==> src/nbs_ram.sv <==
`timescale 1ns / 1ps

module nbs_ram #(
  parameter int unsigned WIDTH = 48,
  parameter int unsigned DEPTH = 32
) (
  input  logic                     clk_i,
  input  logic                     we_i,
  input  logic [$clog2(DEPTH)-1:0] waddr_i,
  input  logic [WIDTH-1:0]         wdata_i,
  input  logic [$clog2(DEPTH)-1:0] raddr_i,
  output logic [WIDTH-1:0]         rdata_o
);

  logic [WIDTH-1:0] mem_q [DEPTH];

  always_ff @(posedge clk_i) begin
    if (we_i) begin
      mem_q[waddr_i] <= wdata_i;
    end
    rdata_o <= mem_q[raddr_i];
  end

endmodule

==> config.mk <==
export PLATFORM = sky130hd
export DESIGN_NAME = nbs_ram
export DESIGN_NICKNAME = d
export VERILOG_FILES = /design/src/nbs_ram.sv
export SDC_FILE = /design/constraint.sdc
export NUM_CORES = 1
export LEC_CHECK = 0
export ABC_CLOCK_PERIOD_IN_PS = 4500
export BUFFER_PORTS_ARGS = -buffer_cell sky130_fd_sc_hd__buf_4
export CAP_MARGIN = 20
export CORE_MARGIN = 1.5
export CORE_UTILIZATION = 50
export CTS_CLUSTER_DIAMETER = 60
export DETAILED_ROUTE_END_ITERATION = 12
export PLACE_DENSITY_LB_ADDON = 0.05
export SLEW_MARGIN = 15
export SYNTH_ARGS = -nofsm -noshare
export SYNTH_HDL_FRONTEND = slang
export SYNTH_SLANG_ARGS = --single-unit
==> constraint.sdc <==
create_clock -name clk_i -period 4.5 [get_ports clk_i]
set_input_delay 0.45 -clock clk_i [delete_from_list [all_inputs] [get_ports clk_i]]
set_output_delay 0.45 -clock clk_i [all_outputs]
set_load 0.05 [all_outputs]
# Yosys cells after proc, flatten, opt, wreduce, memory -nomap -nowiden
# Memory sizes are Yosys's and may differ from the RTL's. A register that Yosys moved wholly into a read port is not among the register bits.
# Cells that the tools add are included.
[totals]
ff_bits = 0
wordCells = 3
mem_count = 1
ramBits = 1536
output_inout_bits = 48
[memory_table]
columns = ["memory", "words", "word_bits", "read_ports", "rd_clocked_by_memory_dff", "wr", "line_no", "rtl"]
rows = [
  ["mem_q", 32, 48, 1, 1, 1, "15", "logic [WIDTH-1:0] mem_q [DEPTH];"],
]
[classes]
n_mux = 2
[op_table]
columns = ["op", "count"]
rows = [
  ["two-way mux 1 bit", 2],
]

# Longest topological paths before layout
[logic_depth]
word_depth = 2
ltp_mapped = 8
ltp_nobuf = 5

# Least setup slack after synthesis
# OpenSTA, ideal clock, no wires.
[synth_timing]
kind = "in2reg"
from = "input waddr_i[1]"
to = "memory mem_q[12][0], enable pin"
path_stages = 3
slack_ns = 0.922
arrival_ns = 3.124
n_path_buf = 1
setup_time_ns = 0.454
cell_sequence = "or3b_2 -> clkbuf_1 -> nor2_1"
[synth_rtl]
columns = ["item", "line_no", "rtl"]
rows = [
  ["start, declared", "9", "input logic [$clog2(DEPTH)-1:0] waddr_i,"],
  ["end, declared", "15", ""],
]
# No word-level cell before the write port.

==> results.cfg <==
[status]
status = finished, final reports clean

[sta]
worst_slew_pin_slew_ps = 1092
fin_crit_ps = 2060
max-slew-margin-rel_pct = 27.23
fin_crit_sh_pct = 45.77
max_clock_freq_ghz = 0.4855
hold_violations = 0
setup_viol = 0
rsz0062_at_grt = no
slew_viol_final = 0
final.setup_skew_ps = 15.45
fin_setup_tns_ps = 0
whs_ps = 76.44

[cts]
worstSkewPairLatency_ps = 780
cts_buffer_depth = 3
clkTransAtPathRegs_ps = 60
post_cts_buffers = 0
postCtsHoldBufs = 0
clock-sinks = 1584
cts_resized = 0
root_buffer = clkbuf_16
tritoncts = yes
htree_levels = 4
cts_buffers = 163

[logic_synthesis]
muxShareOfSynthArea_pct = 12.66
yosysSeqAreaShare_pct = 77.54
synth_fa_ha_area_share_pct = 0
syn_nets = 3424
ys_warn_count = 0
syn_inst = 3364
synth_top_family_by_area = multiplexers
synth.most_common_cell = edfxtp_1
yosys.area.top_type = edfxtp_1
avgSynthCellArea_um2 = 18.05
netlist_area_mm2 = 0.06072
synth_seq_cells = 1584
synthArstFlopShare_pct = 0
synth_top_area_share_pct = 75.96
synthDistinctLibCells = 26
synth_compound_area_share_pct = 4.846
synth_xor_area_share_pct = 0
synth_edf_count = 1536
yosys-top-cells-count = edfxtp_1 (1536), mux2i_1 (768), nand2_1 (146), nand3_1 (146)
synthSimpleGateAreaFrac_pct = 2.891
yosys-top-cells-area = edfxtp_1 (76%), mux2i_1 (13%), a22oi_1 (1.8%), dfxtp_1 (1.6%), a22o_1 (1.4%)
ys.flop_type = edfxtp_1

[drt]
wl_um = 142200
viasPerCell = 5.868
vias = 31050
drtPass1Iterations = 5
drt_iter0_drc = 2908
wl_per_cell_um = 26.86
drtAntennaViolNets = 0
drc = 0

[global_routing]
antenna_found_initial = 2
grt_pass1_vias = 31050
grt_use_total_pct = 23.24
grt_overflow = 0
grt_pass1_wl_um = 207700
grt_max_degree = 70

[flow_run]
max_cap_viol_count = 0

[floorplanning]
dieArea_mm2 = 0.1235
io-pin-count = 108
core_area_mm2 = 0.1201
die_y_um = 351.5
start_util_pct = 50.55
rows = 127
fp.dieW_um = 351.5

[place]
port_buffers = 107
dp.final_hpwl_um = 73130
placed_area_mm2 = 0.06358
gp_congestion = 0.7325

[critical_path]
crit_top_cell = buf_4
r2r_slack_ps = 2970
slowest_delay_ps = 660
path_buf_inv = 2
path_class = input port to flop
critPathSlowestCell = and2_4
start_kind = input port
path_delay_family = simple AND/OR/NAND/NOR gates
cp_num_cells = 7
worstPathCellList = buf_4 > and2_4 > buf_4 > a22o_1 > nor3_1 > a31oi_1 > nand3_1
ff2ff_path_depth = 5
cp.arrival_ps = 2680
path_max_fanout = 44
crit_required_ps = 5120
worstSetupEndpointType = flop

[power_and_ir_drop]
p_leak_nw = 23.94
total_power_mw = 31.05
power.density_mw_per_mm2 = 451.8
ir_drop_v = 0.0004030

[cells_and_area]
nFillCells = 9204
area_delta_synth_final_pct = 13.18
nets = 3601
fin_area_mm2 = 0.06873
antennaDiodeCount = 0
drive_above_1_share_pct = 12.85

[min_path]
hold_depth = 1
hold_class = input port to flop
## through the flow
| step | std cells | worst slack, ps | util, % |
|---|---|---|---|
| floorplan | 3364 | 921.9 | - |
| global placement | 4987 | 1567 | 52.93 |
| detailed placement | 4987 | 1528 | 52.93 |
| CTS | 5291 | 2354 | 57.19 |
| global route | 5292 | 2376 | 57.21 |
| finish | 5292 | 2440 | 57.21 |
## worst reg2reg max path, stage by stage, from the launching register on
cell and delay, ps:
edfxtp_1 360, mux2i_1 170, a22o_1 180, nor3_1 50
a31oi_1 460, nand3_1 160
## state kept, by name (all words and copies together) (netlist names)
register and cells:
mem_q 1536, rdata_o 48
## cell families (layout without fill, tap and decap cells)
kind of cell / after synthesis / after routing
compound gates: 432 / 432
buf+inv: 191 / 507
simple gates: 389 / 389
mux: 768 / 768
flops: 1584 / 1584
## cell usage in the layout (no fill, tap or decap), types with 2 or more instances in the layout
cell,n
edfxtp_1,1536
mux2i_1,768
buf_4,178
clkbuf_16,167
nand3_1,146
nand2_1,145
a22oi_1,144
a21oi_1,144
a22o_1,96
nor3_1,48
a31oi_1,48
dfxtp_1,48
clkbuf_1,46
nor2_4,33
clkinv_1,31
clkinv_2,25
buf_12,24
inv_6,8
bufinv_16,8
clkbuf_8,6
nand3b_1,5
clkinvlp_4,5
clkinv_8,4
clkinv_4,4
or3b_2,3
nand2b_4,2
## layer usage
metal | track usage, % | part of all wire [%] | vias up
met4 | 6.254 | 2.0 | 0
met2 | 36.15 | 47 | 838
met5 | 0 | 0 | -
met3 | 3.739 | 5.4 | 200
met1 | 34.22 | 46 | 16240
li1 | - | - | 13780
## area by class of cell
type	instances	area, um2	area share (%)
Clock inverter	85	689.4	1.003
Timing Repair Buffer	203	1832	2.665
Tap cell	1612	2017	2.935
Clock buffer	219	4434	6.452
Multi-Input combinational cell	1589	12670	18.44
Sequential cell	1584	47090	68.51
## power by group
| part | leakage (nW) | internal, mW | switching (mW) |
|---|---|---|---|
| clock network | 2.50 | 7.40 | 5.44 |
| logic | 7.20 | 0.545 | 1.19 |
| registers | 14.2 | 16.4 | 0.0745 |
| total | 23.9 | 24.3 | 6.71 |
## path summary, 6_finish.rpt
kind | start | endpoint
max | raddr_i[1] | rdata_o[17]
min | wdata_i[7] | mem_q[24][7]
max reg2reg | mem_q[6][39] | rdata_o[39]
min reg2reg | mem_q[10][25] | rdata_o[25]
No activity file was read; power rests on OpenSTA's default activity.
